File: config.mk
export PLATFORM = sky130hd
export DESIGN_NAME = tiny_language_lexer
export DESIGN_NICKNAME = d
export VERILOG_FILES = /design/src/rtl/core/tll_pkg.sv /design/src/rtl/core/tll_scan.sv /design/src/rtl/core/tll_outq.sv /design/src/rtl/core/tiny_language_lexer.sv
export SDC_FILE = /design/constraint.sdc
export NUM_CORES = 1
export LEC_CHECK = 0
export ABC_AREA = 1
export BUFFER_PORTS_ARGS = -buffer_cell sky130_fd_sc_hd__buf_2
export CELL_PAD_IN_SITES_DETAIL_PLACEMENT = 0
export CELL_PAD_IN_SITES_GLOBAL_PLACEMENT = 1
export CORE_MARGIN = 3
export CORE_UTILIZATION = 25
export CTS_CLUSTER_SIZE = 10
export DETAILED_ROUTE_END_ITERATION = 8
export PLACE_DENSITY_LB_ADDON = 0.12
export SYNTH_ARGS = -nofsm -noshare
export SYNTH_HDL_FRONTEND = slang
export SYNTH_SLANG_ARGS = --single-unit
File: constraint.sdc
create_clock -name clk -period 11.8 [get_ports clk]
set_input_delay 0.59 -clock clk [delete_from_list [all_inputs] [get_ports clk]]
set_output_delay 0.59 -clock clk [all_outputs]
set_load 0.01 [all_outputs]
File: src/rtl/core/tll_pkg.sv
// Package for the tiny language lexer: token kinds, scanner modes,
// character codes and the keyword and symbol lookup functions.
// No dependencies.
package tll_pkg;

  localparam int KIND_W  = 5;
  localparam int LINE_W  = 16;
  localparam int LEN_W   = 16;
  localparam int CH_W    = 8;
  localparam int KW_KEEP = 6;

  localparam logic [LINE_W-1:0] LINE_MAX = '1;
  localparam logic [LEN_W-1:0]  LEN_MAX  = '1;

  // Character codes
  localparam logic [CH_W-1:0] CH_LBRACE  = 8'h7B;
  localparam logic [CH_W-1:0] CH_RBRACE  = 8'h7D;
  localparam logic [CH_W-1:0] CH_COLON   = 8'h3A;
  localparam logic [CH_W-1:0] CH_EQUAL   = 8'h3D;
  localparam logic [CH_W-1:0] CH_SEMI    = 8'h3B;
  localparam logic [CH_W-1:0] CH_LESS    = 8'h3C;
  localparam logic [CH_W-1:0] CH_PLUS    = 8'h2B;
  localparam logic [CH_W-1:0] CH_MINUS   = 8'h2D;
  localparam logic [CH_W-1:0] CH_STAR    = 8'h2A;
  localparam logic [CH_W-1:0] CH_SLASH   = 8'h2F;
  localparam logic [CH_W-1:0] CH_LPAREN  = 8'h28;
  localparam logic [CH_W-1:0] CH_RPAREN  = 8'h29;
  localparam logic [CH_W-1:0] CH_SPACE   = 8'h20;
  localparam logic [CH_W-1:0] CH_TAB     = 8'h09;
  localparam logic [CH_W-1:0] CH_NEWLINE = 8'h0A;
  localparam logic [CH_W-1:0] CH_DIG_0   = 8'h30;
  localparam logic [CH_W-1:0] CH_DIG_9   = 8'h39;
  localparam logic [CH_W-1:0] CH_UP_A    = 8'h41;
  localparam logic [CH_W-1:0] CH_UP_Z    = 8'h5A;
  localparam logic [CH_W-1:0] CH_LO_A    = 8'h61;
  localparam logic [CH_W-1:0] CH_LO_Z    = 8'h7A;

  // Keyword spellings, first character in the top byte
  localparam logic [15:0] KW_IF     = "if";
  localparam logic [23:0] KW_END    = "end";
  localparam logic [31:0] KW_THEN   = "then";
  localparam logic [31:0] KW_ELSE   = "else";
  localparam logic [31:0] KW_READ   = "read";
  localparam logic [39:0] KW_UNTIL  = "until";
  localparam logic [39:0] KW_WRITE  = "write";
  localparam logic [47:0] KW_REPEAT = "repeat";

  typedef enum logic [KIND_W-1:0] {
    KIND_SEMI   = 5'd0,
    KIND_IF     = 5'd1,
    KIND_THEN   = 5'd2,
    KIND_ELSE   = 5'd3,
    KIND_END    = 5'd4,
    KIND_REPEAT = 5'd5,
    KIND_UNTIL  = 5'd6,
    KIND_ID     = 5'd7,
    KIND_ASSIGN = 5'd8,
    KIND_READ   = 5'd9,
    KIND_WRITE  = 5'd10,
    KIND_LT     = 5'd11,
    KIND_EQ     = 5'd12,
    KIND_PLUS   = 5'd13,
    KIND_MINUS  = 5'd14,
    KIND_STAR   = 5'd15,
    KIND_SLASH  = 5'd16,
    KIND_LPAREN = 5'd17,
    KIND_RPAREN = 5'd18,
    KIND_NUM    = 5'd19,
    KIND_ERR    = 5'd20,
    KIND_EOF    = 5'd21
  } tok_kind_t;

  typedef enum logic [4:0] {
    MODE_START   = 5'b00001,
    MODE_COMMENT = 5'b00010,
    MODE_NUM     = 5'b00100,
    MODE_ID      = 5'b01000,
    MODE_ASSIGN  = 5'b10000
  } scan_mode_t;

  // Token pushes from the scanner into the result queue
  typedef struct packed {
    logic push0;
    logic push1;
  } tok_push_t;

  typedef logic [KW_KEEP-1:0][CH_W-1:0] kw_buf_t;

  function automatic logic is_alpha(input logic [CH_W-1:0] c);
    is_alpha = (c >= CH_LO_A && c <= CH_LO_Z) || (c >= CH_UP_A && c <= CH_UP_Z);
  endfunction

  function automatic logic is_digit(input logic [CH_W-1:0] c);
    is_digit = (c >= CH_DIG_0 && c <= CH_DIG_9);
  endfunction

  function automatic logic is_blank(input logic [CH_W-1:0] c);
    is_blank = (c == CH_SPACE) || (c == CH_TAB) || (c == CH_NEWLINE);
  endfunction

  // One-character symbols; anything else maps to the error kind
  function automatic tok_kind_t symbol_kind(input logic [CH_W-1:0] c);
    tok_kind_t k;
    case (c)
      CH_SEMI:   k = KIND_SEMI;
      CH_LESS:   k = KIND_LT;
      CH_EQUAL:  k = KIND_EQ;
      CH_PLUS:   k = KIND_PLUS;
      CH_MINUS:  k = KIND_MINUS;
      CH_STAR:   k = KIND_STAR;
      CH_SLASH:  k = KIND_SLASH;
      CH_LPAREN: k = KIND_LPAREN;
      CH_RPAREN: k = KIND_RPAREN;
      default:   k = KIND_ERR;
    endcase
    return k;
  endfunction

  // Keyword match on the kept characters; words over six never match
  function automatic tok_kind_t kw_lookup(input kw_buf_t b, input logic [LEN_W-1:0] len);
    tok_kind_t k;
    k = KIND_ID;
    case (len)
      16'd2: begin
        if ({b[0], b[1]} == KW_IF) k = KIND_IF;
      end
      16'd3: begin
        if ({b[0], b[1], b[2]} == KW_END) k = KIND_END;
      end
      16'd4: begin
        if ({b[0], b[1], b[2], b[3]} == KW_THEN) k = KIND_THEN;
        if ({b[0], b[1], b[2], b[3]} == KW_ELSE) k = KIND_ELSE;
        if ({b[0], b[1], b[2], b[3]} == KW_READ) k = KIND_READ;
      end
      16'd5: begin
        if ({b[0], b[1], b[2], b[3], b[4]} == KW_UNTIL) k = KIND_UNTIL;
        if ({b[0], b[1], b[2], b[3], b[4]} == KW_WRITE) k = KIND_WRITE;
      end
      16'd6: begin
        if ({b[0], b[1], b[2], b[3], b[4], b[5]} == KW_REPEAT) k = KIND_REPEAT;
      end
      default: k = KIND_ID;
    endcase
    return k;
  endfunction

endpackage

File: src/rtl/core/tll_scan.sv
// Scanner state and token builder: one character per accepted item,
// up to two packed tokens per item. Depends on tll_pkg.
module tll_scan #(
  parameter int NUMBER_WIDTH = 32,
  parameter int OFFSET_WIDTH = 32,
  localparam int TokW = tll_pkg::KIND_W + tll_pkg::LINE_W + NUMBER_WIDTH
                        + OFFSET_WIDTH + tll_pkg::LEN_W + 1
) (
  input  logic                      clk,
  input  logic                      rst_n,
  input  logic                      accept,
  input  logic [tll_pkg::CH_W-1:0]  ch,
  input  logic                      end_of_text,
  output tll_pkg::tok_push_t        push,
  output logic [TokW-1:0]           tok0,
  output logic [TokW-1:0]           tok1
);
  import tll_pkg::*;

  localparam int AccW = NUMBER_WIDTH + 4;

  scan_mode_t                 mode_r, mode_nxt;
  kw_buf_t                    kw_buf_r, kw_buf_nxt;
  logic [LEN_W-1:0]           len_r, len_nxt;
  logic [NUMBER_WIDTH-1:0]    acc_r, acc_nxt;
  logic [LINE_W-1:0]          line_r, line_nxt;
  logic [OFFSET_WIDTH-1:0]    off_r, off_nxt;
  logic [OFFSET_WIDTH-1:0]    st_off_r, st_off_nxt;
  logic [LINE_W-1:0]          st_line_r, st_line_nxt;

  logic                       c_alpha, c_digit, c_blank, s_v, p_v;
  tok_kind_t                  sym, p_kind, x_kind, y_kind;
  logic [LEN_W-1:0]           p_len, x_len, y_len, len_bump;
  logic [NUMBER_WIDTH-1:0]    p_val, x_val, acc_step;
  logic [AccW-1:0]            acc_wide;
  logic                       x_v, y_v, y_eof, rescan;

  // Classify the incoming character
  assign c_alpha = is_alpha(ch);
  assign c_digit = is_digit(ch);
  assign c_blank = is_blank(ch);
  assign sym     = symbol_kind(ch);
  assign s_v     = !(ch == CH_LBRACE || ch == CH_COLON || c_alpha || c_digit || c_blank);

  // Pending token, as flushed by a breaking character or end of text
  assign p_v    = (mode_r == MODE_ID) || (mode_r == MODE_NUM) || (mode_r == MODE_ASSIGN);
  assign p_kind = (mode_r == MODE_ID) ? kw_lookup(kw_buf_r, len_r) :
                  (mode_r == MODE_NUM) ? KIND_NUM : KIND_ERR;
  assign p_len  = (mode_r == MODE_ASSIGN) ? LEN_W'(1) : len_r;
  assign p_val  = (mode_r == MODE_NUM) ? acc_r : '0;

  // Saturating decimal step: acc * 10 + digit
  assign acc_wide = (AccW'(acc_r) << 3) + (AccW'(acc_r) << 1) + AccW'(ch[3:0]);
  assign acc_step = (acc_wide[AccW-1:NUMBER_WIDTH] != '0) ? '1 : acc_wide[NUMBER_WIDTH-1:0];
  assign len_bump = (len_r != LEN_MAX) ? len_r + LEN_W'(1) : len_r;

  // Next state and emitted tokens
  always_comb begin
    mode_nxt    = mode_r;
    kw_buf_nxt  = kw_buf_r;
    len_nxt     = len_r;
    acc_nxt     = acc_r;
    line_nxt    = line_r;
    off_nxt     = off_r;
    st_off_nxt  = st_off_r;
    st_line_nxt = st_line_r;
    x_v         = 1'b0;
    x_kind      = p_kind;
    x_len       = p_len;
    x_val       = p_val;
    y_v         = 1'b0;
    y_eof       = 1'b0;
    rescan      = 1'b0;
    if (accept) begin
      if (end_of_text) begin
        x_v         = p_v;
        y_v         = 1'b1;
        y_eof       = 1'b1;
        mode_nxt    = MODE_START;
        len_nxt     = '0;
        acc_nxt     = '0;
        line_nxt    = LINE_W'(1);
        off_nxt     = '0;
        st_off_nxt  = '0;
        st_line_nxt = LINE_W'(1);
      end else begin
        case (mode_r)
          MODE_COMMENT: begin
            if (ch == CH_RBRACE) mode_nxt = MODE_START;
          end
          MODE_ASSIGN: begin
            x_v = 1'b1;
            if (ch == CH_EQUAL) begin
              x_kind   = KIND_ASSIGN;
              x_len    = LEN_W'(2);
              x_val    = '0;
              mode_nxt = MODE_START;
            end else begin
              rescan = 1'b1;
            end
          end
          MODE_ID: begin
            if (c_alpha || c_digit) begin
              if (len_r < LEN_W'(KW_KEEP)) kw_buf_nxt[len_r[2:0]] = ch;
              len_nxt = len_bump;
            end else begin
              x_v    = 1'b1;
              rescan = 1'b1;
            end
          end
          MODE_NUM: begin
            if (c_digit) begin
              acc_nxt = acc_step;
              len_nxt = len_bump;
            end else begin
              x_v    = 1'b1;
              rescan = 1'b1;
            end
          end
          default: rescan = 1'b1;
        endcase

        // Scan the character afresh from start mode
        if (rescan) begin
          mode_nxt = MODE_START;
          y_v      = s_v;
          if (ch == CH_LBRACE) begin
            mode_nxt = MODE_COMMENT;
          end else if (ch == CH_COLON || c_alpha || c_digit) begin
            st_off_nxt  = off_r;
            st_line_nxt = line_r;
            len_nxt     = LEN_W'(1);
            if (ch == CH_COLON) begin
              mode_nxt = MODE_ASSIGN;
            end else if (c_alpha) begin
              mode_nxt      = MODE_ID;
              kw_buf_nxt[0] = ch;
            end else begin
              mode_nxt = MODE_NUM;
              acc_nxt  = NUMBER_WIDTH'(ch[3:0]);
            end
          end
        end

        // Advance line and offset after the character
        if (ch == CH_NEWLINE && line_r != LINE_MAX) line_nxt = line_r + LINE_W'(1);
        off_nxt = off_r + OFFSET_WIDTH'(1);
      end
    end
  end

  // Compact the two candidates into slot order
  assign y_kind = y_eof ? KIND_EOF : sym;
  assign y_len  = y_eof ? '0 : LEN_W'(1);

  assign push.push0 = x_v || y_v;
  assign push.push1 = x_v && y_v;
  assign tok1 = {y_kind, line_r, {NUMBER_WIDTH{1'b0}}, off_r, y_len, 1'b1};
  assign tok0 = x_v ? {x_kind, st_line_r, x_val, st_off_r, x_len, !y_v} : tok1;

  // Control state
  always_ff @(posedge clk) begin
    if (!rst_n) begin
      mode_r    <= MODE_START;
      len_r     <= '0;
      acc_r     <= '0;
      line_r    <= LINE_W'(1);
      off_r     <= '0;
      st_off_r  <= '0;
      st_line_r <= LINE_W'(1);
    end else begin
      mode_r    <= mode_nxt;
      len_r     <= len_nxt;
      acc_r     <= acc_nxt;
      line_r    <= line_nxt;
      off_r     <= off_nxt;
      st_off_r  <= st_off_nxt;
      st_line_r <= st_line_nxt;
    end
  end

  // Keyword characters, only read once written for the current word
  always_ff @(posedge clk) begin
    kw_buf_r <= kw_buf_nxt;
  end

`ifndef SYNTHESIS
  a_no_push_idle: assert property (@(posedge clk) disable iff (!rst_n)
    !accept |-> !push.push0)
    else $error("token pushed without an accepted item");
  a_eot_resets: assert property (@(posedge clk) disable iff (!rst_n)
    accept && end_of_text |=> mode_r == MODE_START && line_r == LINE_W'(1) && off_r == '0)
    else $error("end of text did not return the scanner to its reset state");
  a_comment_silent: assert property (@(posedge clk) disable iff (!rst_n)
    accept && !end_of_text && mode_r == MODE_COMMENT |-> !push.push0)
    else $error("token emitted inside a comment");
`endif

endmodule

File: src/rtl/core/tll_outq.sv
// Result queue: four token entries, up to two pushed per cycle, one
// popped per cycle while out_ready is high. Depends on tll_pkg for the push struct.
module tll_outq #(
  parameter int DATA_W = 102
) (
  input  logic               clk,
  input  logic               rst_n,
  input  tll_pkg::tok_push_t push,
  input  logic [DATA_W-1:0]  d0,
  input  logic [DATA_W-1:0]  d1,
  output logic               space,
  output logic               out_valid,
  input  logic               out_ready,
  output logic [DATA_W-1:0]  out_data
);
  import tll_pkg::*;

  localparam int Depth = 4;
  localparam int PtrW  = $clog2(Depth);
  localparam int CntW  = $clog2(Depth + 1);

  logic [DATA_W-1:0] mem_r [Depth];
  logic [PtrW-1:0]   wr_r, wr_nxt, rd_r, rd_nxt;
  logic [CntW-1:0]   count_r, count_nxt;
  logic [1:0]        n_push;
  logic              pop;

  assign pop       = out_valid && out_ready;
  assign n_push    = {1'b0, push.push0} + {1'b0, push.push1};
  assign count_nxt = count_r + CntW'(n_push) - CntW'(pop);
  assign wr_nxt    = wr_r + PtrW'(n_push);
  assign rd_nxt    = rd_r + PtrW'(pop);

  // Room for a full item's worth of tokens
  assign space     = (count_r <= CntW'(Depth - 2));
  assign out_valid = (count_r != '0);
  assign out_data  = mem_r[rd_r];

  // Advance pointers and fill level
  always_ff @(posedge clk) begin
    if (!rst_n) begin
      wr_r    <= '0;
      rd_r    <= '0;
      count_r <= '0;
    end else begin
      wr_r    <= wr_nxt;
      rd_r    <= rd_nxt;
      count_r <= count_nxt;
    end
  end

  // Write entries in push order
  always_ff @(posedge clk) begin
    if (push.push0) mem_r[wr_r] <= d0;
    if (push.push1) mem_r[wr_r + PtrW'(1)] <= d1;
  end

`ifndef SYNTHESIS
  a_count_bound: assert property (@(posedge clk) disable iff (!rst_n)
    count_r <= CntW'(Depth))
    else $error("result queue fill level out of range");
  a_push_room: assert property (@(posedge clk) disable iff (!rst_n)
    push.push0 |-> count_r <= CntW'(Depth - 2))
    else $error("token pushed without room for two");
  a_push_shows: assert property (@(posedge clk) disable iff (!rst_n)
    push.push0 && count_r == '0 |=> out_valid)
    else $error("pushed token did not appear at the output");
`endif

endmodule

File: src/rtl/core/tiny_language_lexer.sv
// Top level of the tiny language lexer: scanner plus result queue.
// Depends on tll_pkg, tll_scan and tll_outq.
//
//  channel | ports                                    | moves
//  --------+------------------------------------------+-----------------------------
//  in      | in_valid, in_ready, in_ch, in_end_of_text | one source character item
//  out     | out_valid, out_ready, out_token_kind, ... | one token item
//
// One character is taken per cycle while in_ready is high; its tokens are queued.
// An item yields zero, one or two tokens; the four-entry result queue takes
// an item only while two entries are free, so a second token stalls input
// only when the output side is also stalled or the queue is filling.
// rst_n is synchronous: the scanner returns to start mode, line one, offset
// zero, and the queue empties.
module tiny_language_lexer #(
  parameter int NUMBER_WIDTH = 32,
  parameter int OFFSET_WIDTH = 32
) (
  input  logic                         clk,
  input  logic                         rst_n,
  input  logic                         in_valid,
  output logic                         in_ready,
  input  logic [tll_pkg::CH_W-1:0]     in_ch,
  input  logic                         in_end_of_text,
  output logic                         out_valid,
  input  logic                         out_ready,
  output logic [tll_pkg::KIND_W-1:0]   out_token_kind,
  output logic [tll_pkg::LINE_W-1:0]   out_line_number,
  output logic [NUMBER_WIDTH-1:0]      out_number_value,
  output logic [OFFSET_WIDTH-1:0]      out_text_start,
  output logic [tll_pkg::LEN_W-1:0]    out_text_length,
  output logic                         out_is_last
);
  import tll_pkg::*;

  localparam int TokW = KIND_W + LINE_W + NUMBER_WIDTH + OFFSET_WIDTH + LEN_W + 1;

  tok_push_t        push;
  logic [TokW-1:0]  tok0, tok1, q_data;
  logic             accept;

  assign accept = in_valid && in_ready;

  // Scan characters into tokens
  tll_scan #(
    .NUMBER_WIDTH (NUMBER_WIDTH),
    .OFFSET_WIDTH (OFFSET_WIDTH)
  ) u_scan (
    .clk         (clk),
    .rst_n       (rst_n),
    .accept      (accept),
    .ch          (in_ch),
    .end_of_text (in_end_of_text),
    .push        (push),
    .tok0        (tok0),
    .tok1        (tok1)
  );

  // Hold tokens until taken
  tll_outq #(
    .DATA_W (TokW)
  ) u_outq (
    .clk       (clk),
    .rst_n     (rst_n),
    .push      (push),
    .d0        (tok0),
    .d1        (tok1),
    .space     (in_ready),
    .out_valid (out_valid),
    .out_ready (out_ready),
    .out_data  (q_data)
  );

  // Unpack the head token
  assign {out_token_kind, out_line_number, out_number_value,
          out_text_start, out_text_length, out_is_last} = q_data;

endmodule

==> reports/results.txt <==
total power draw = 6.10 mW
maximum vdd drop = 0.102 mV
initial antenna violation count = 6
share of cells above drive strength 1 = 9.01%
Syn Area/Cell = 7.99 um2
total track usage = 17.6%
number of max-cap violations = 0
Clock Power Share = 37.8%
EDFF count, synth = 264
Commonest cells post-synth = nand2_1 (867), o21ai_0 (402), nor2_1 (371), dfxtp_1 (348), o22ai_1 (303)
final setup fails = 0
Die Ht = 356 um
R2R depth = 17
Die X = 356 um
Syn Nets = 3,918
post-CTS setup buffers = 0
Top FF cell, synth = dfxtp_1
sequential share of the synthesized area = 48.8%
post-route ant nets = 0
final worst setup slack = 6.22 ns
Critical Path AT = 5.83 ns
average wire per standard cell = 20.6 um
Async SR Flop Fraction = 0%
post-route cell area = 35,000 um2
H-tree Lvls = 3
Combinational Power Share = 22.8%
Power Density = 174 nW/um2
hold_ws = 0.267 ns
final cycle utilization of the critical path = 47.3%
ant diodes = 0
Startpoint Class = register
DIE AREA = 126,000 um2
DP HPWL = 71.0 mm
kind of critical path = reg2reg
Slew Viols, Final = 0
CTS Sinks = 612
Util after Layout = 29.0%
P_int = 4.03 mW
Synth Instances = 3,825
Post-CTS Hold Buffers = 0
Sw Pwr = 2.07 mW
Area contributors post-synth = edfxtp_1 (26%), dfxtp_1 (23%), nand2_1 (11%), o21ai_0 (6.6%), o22ai_1 (6.2%)
clock tree buffer depth = 3
number of global-route vias before repair = 26,500
Hold Crit Depth = 1
Required @ worst endpoint = 12.05 ns
post-DR vias/cell = 4.86
unrepaired setup endpoints after global routing = false
total iterations of the first detailed-routing run = 5
Initial Util = 25.3%
Leakage = 12.8 nW
Initial DRC Count = 1,834
cell with the most instances after synthesis = nand2_1
Cell Area, Placed = 32,500 um2
M3 GR Usage = 2.64%
clock buffers created by TritonCTS = 78
core area = 121,000 um2
Slew headroom = 17.9%
Worst Tran Pin Value = 1.22 ns
DRC Markers = 0
root buffer cell = clkbuf_16
PortBufs = 116
num rows = 127
nets = 3,927
Netlist cell types = 53
CTS clk-pin slew, worst paths = 0.06 ns
CP Max Fanout = 55
Top Ports = 117
Max Freq = 0.179 GHz
pin count of the biggest net entering global routing = 126
Synth Cell Area = 30,500 um2
total number of vias = 26,800
clock skew = 0.0209 ns
grt total ovfl = 0
first-pass GRT wire length = 171 mm
Setup TNS Final = 0 ns
met1 Resource Use GR = 26.1%
busiest grt layer = met2
final WL = 113 mm
Synth-to-Final Area Change = 14.4%
CTS tree = yes
post-layout min period = 5.58 ns
register share of total power = 39.4%
Worst-Skew Late Latency = 0.66 ns
Final Wtd Congestion = 0.792
Synth area leader = edfxtp_1
final hold violation count = 0
flops & latches, synth = 612
HP Class = in2reg
Placed Cells = 5,366
Yosys top cell area share = 26.0%
final std cells w/o fill = 5,508
status = complete, no violations
dpl ws = 5.96 ns
post-CTS sizing = 0
Warnings, synthesis = 0
met2 GRT Util = 26.7%
CP endpoint kind = register
sw frac = 33.9%
[power by group through the flow]
stage / Sequential, mW / Combinational (mW) / Clock (mW)
3_5_place_dp: 2.45 / 1.43 / 0
4_1_cts: 2.40 / 1.43 / 2.40
2_1_floorplan: 2.42 / 0.795 / 0
5_1_grt: 2.42 / 1.53 / 2.46
3_3_place_gp: 2.45 / 1.43 / 0
6_report: 2.40 / 1.39 / 2.31
[cell type report]
class / instances / area [um2]
Clock buffer: 124 / 2250
Clock inverter: 18 / 178
Fill cell: 13100 / 85700
Inverter: 274 / 1050
Multi-Input combinational cell: 2716 / 13700
Sequential cell: 612 / 14900
Tap cell: 1612 / 2020
Timing Repair Buffer: 152 / 851
[sequential cells by signal, indices dropped and copies added (netlist names)]
register	cells
u_outq.mem_r	408
u_scan.kw_buf_r	48
u_scan.acc_r	32
u_scan.off_r	32
u_scan.st_off_r	32
u_scan.len_r	16
u_scan.line_r	16
u_scan.st_line_r	16
u_scan.mode_r	5
u_outq.count_r	3
u_outq.rd_r	2
u_outq.wr_r	2
[path summary, 6_finish.rpt]
check	end	slack, ns	start
worst max-delay path	u_outq.mem_r[1][90]$_DFFE_PP_	6.22	u_scan.mode_r[0]$_SDFFE_PN1P_
worst min-delay path	u_scan.kw_buf_r[15]$_DFFE_PP_	0.27	in_ch[7]
worst max register to register	u_outq.mem_r[1][90]$_DFFE_PP_	6.22	u_scan.mode_r[0]$_SDFFE_PN1P_
worst min register to register	u_outq.mem_r[2][56]$_SDFFE_PP0P_	0.45	u_outq.mem_r[2][56]$_SDFFE_PP0P_
[kinds of logic after synthesis]
| family | count (synthesis) | synth area share, % |
|---|---|---|
| xor gates and xnor gates | 32 | 0.918 |
| buffers and inverters | 497 | 6.55 |
| muxes | 1 | 0.0369 |
| and+or+nand+nor | 1538 | 20.7 |
| adders and majority gates | 80 | 3.35 |
| AOI/OAI and AO/OA | 1065 | 19.7 |
| DFF | 612 | 48.8 |
[worst max-delay path: stages (launching register included)]
cell     delay [ns]
dfxtp_1        0.33
nor2_2         0.14
nand2_2        0.10
nor3_4         0.11
buf_4          0.35
inv_2          0.12
nand2_4        0.22
inv_2          0.08
nor2_1         0.08
o21ai_1        0.17
a21oi_4        0.17
buf_4          0.44
inv_4          0.32
ha_1           0.35
nor3_1         0.72
inv_4          0.45
nand2_4        0.17
buf_4          0.79
[routing by layer]
metal	vias to the layer above	share of wire (%)	routed length (um)
met5	-	0.011	13
met2	518	43	48200
met3	124	4.6	5220
met4	2	1.8	1990
li1	13300	-	-
met1	12900	51	58000
[cell usage in the layout, fill, tap and decap left out, types with 60 or more instances in the layout]
| master | netlist | final |
|---|---|---|
| a21oi_1 | 175 | 175 |
| buf_2 | 14 | 116 |
| clkbuf_16 | 0 | 79 |
| dfxtp_1 | 348 | 346 |
| edfxtp_1 | 264 | 264 |
| ha_1 | 77 | 77 |
| inv_1 | 245 | 239 |
| nand2_1 | 867 | 862 |
| nand3_1 | 155 | 155 |
| nor2_1 | 371 | 369 |
| nor3_1 | 60 | 60 |
| o21ai_0 | 402 | 402 |
| o21ai_1 | 85 | 85 |
| o22ai_1 | 303 | 303 |
Note: power is estimated with default switching activity, not from simulation.
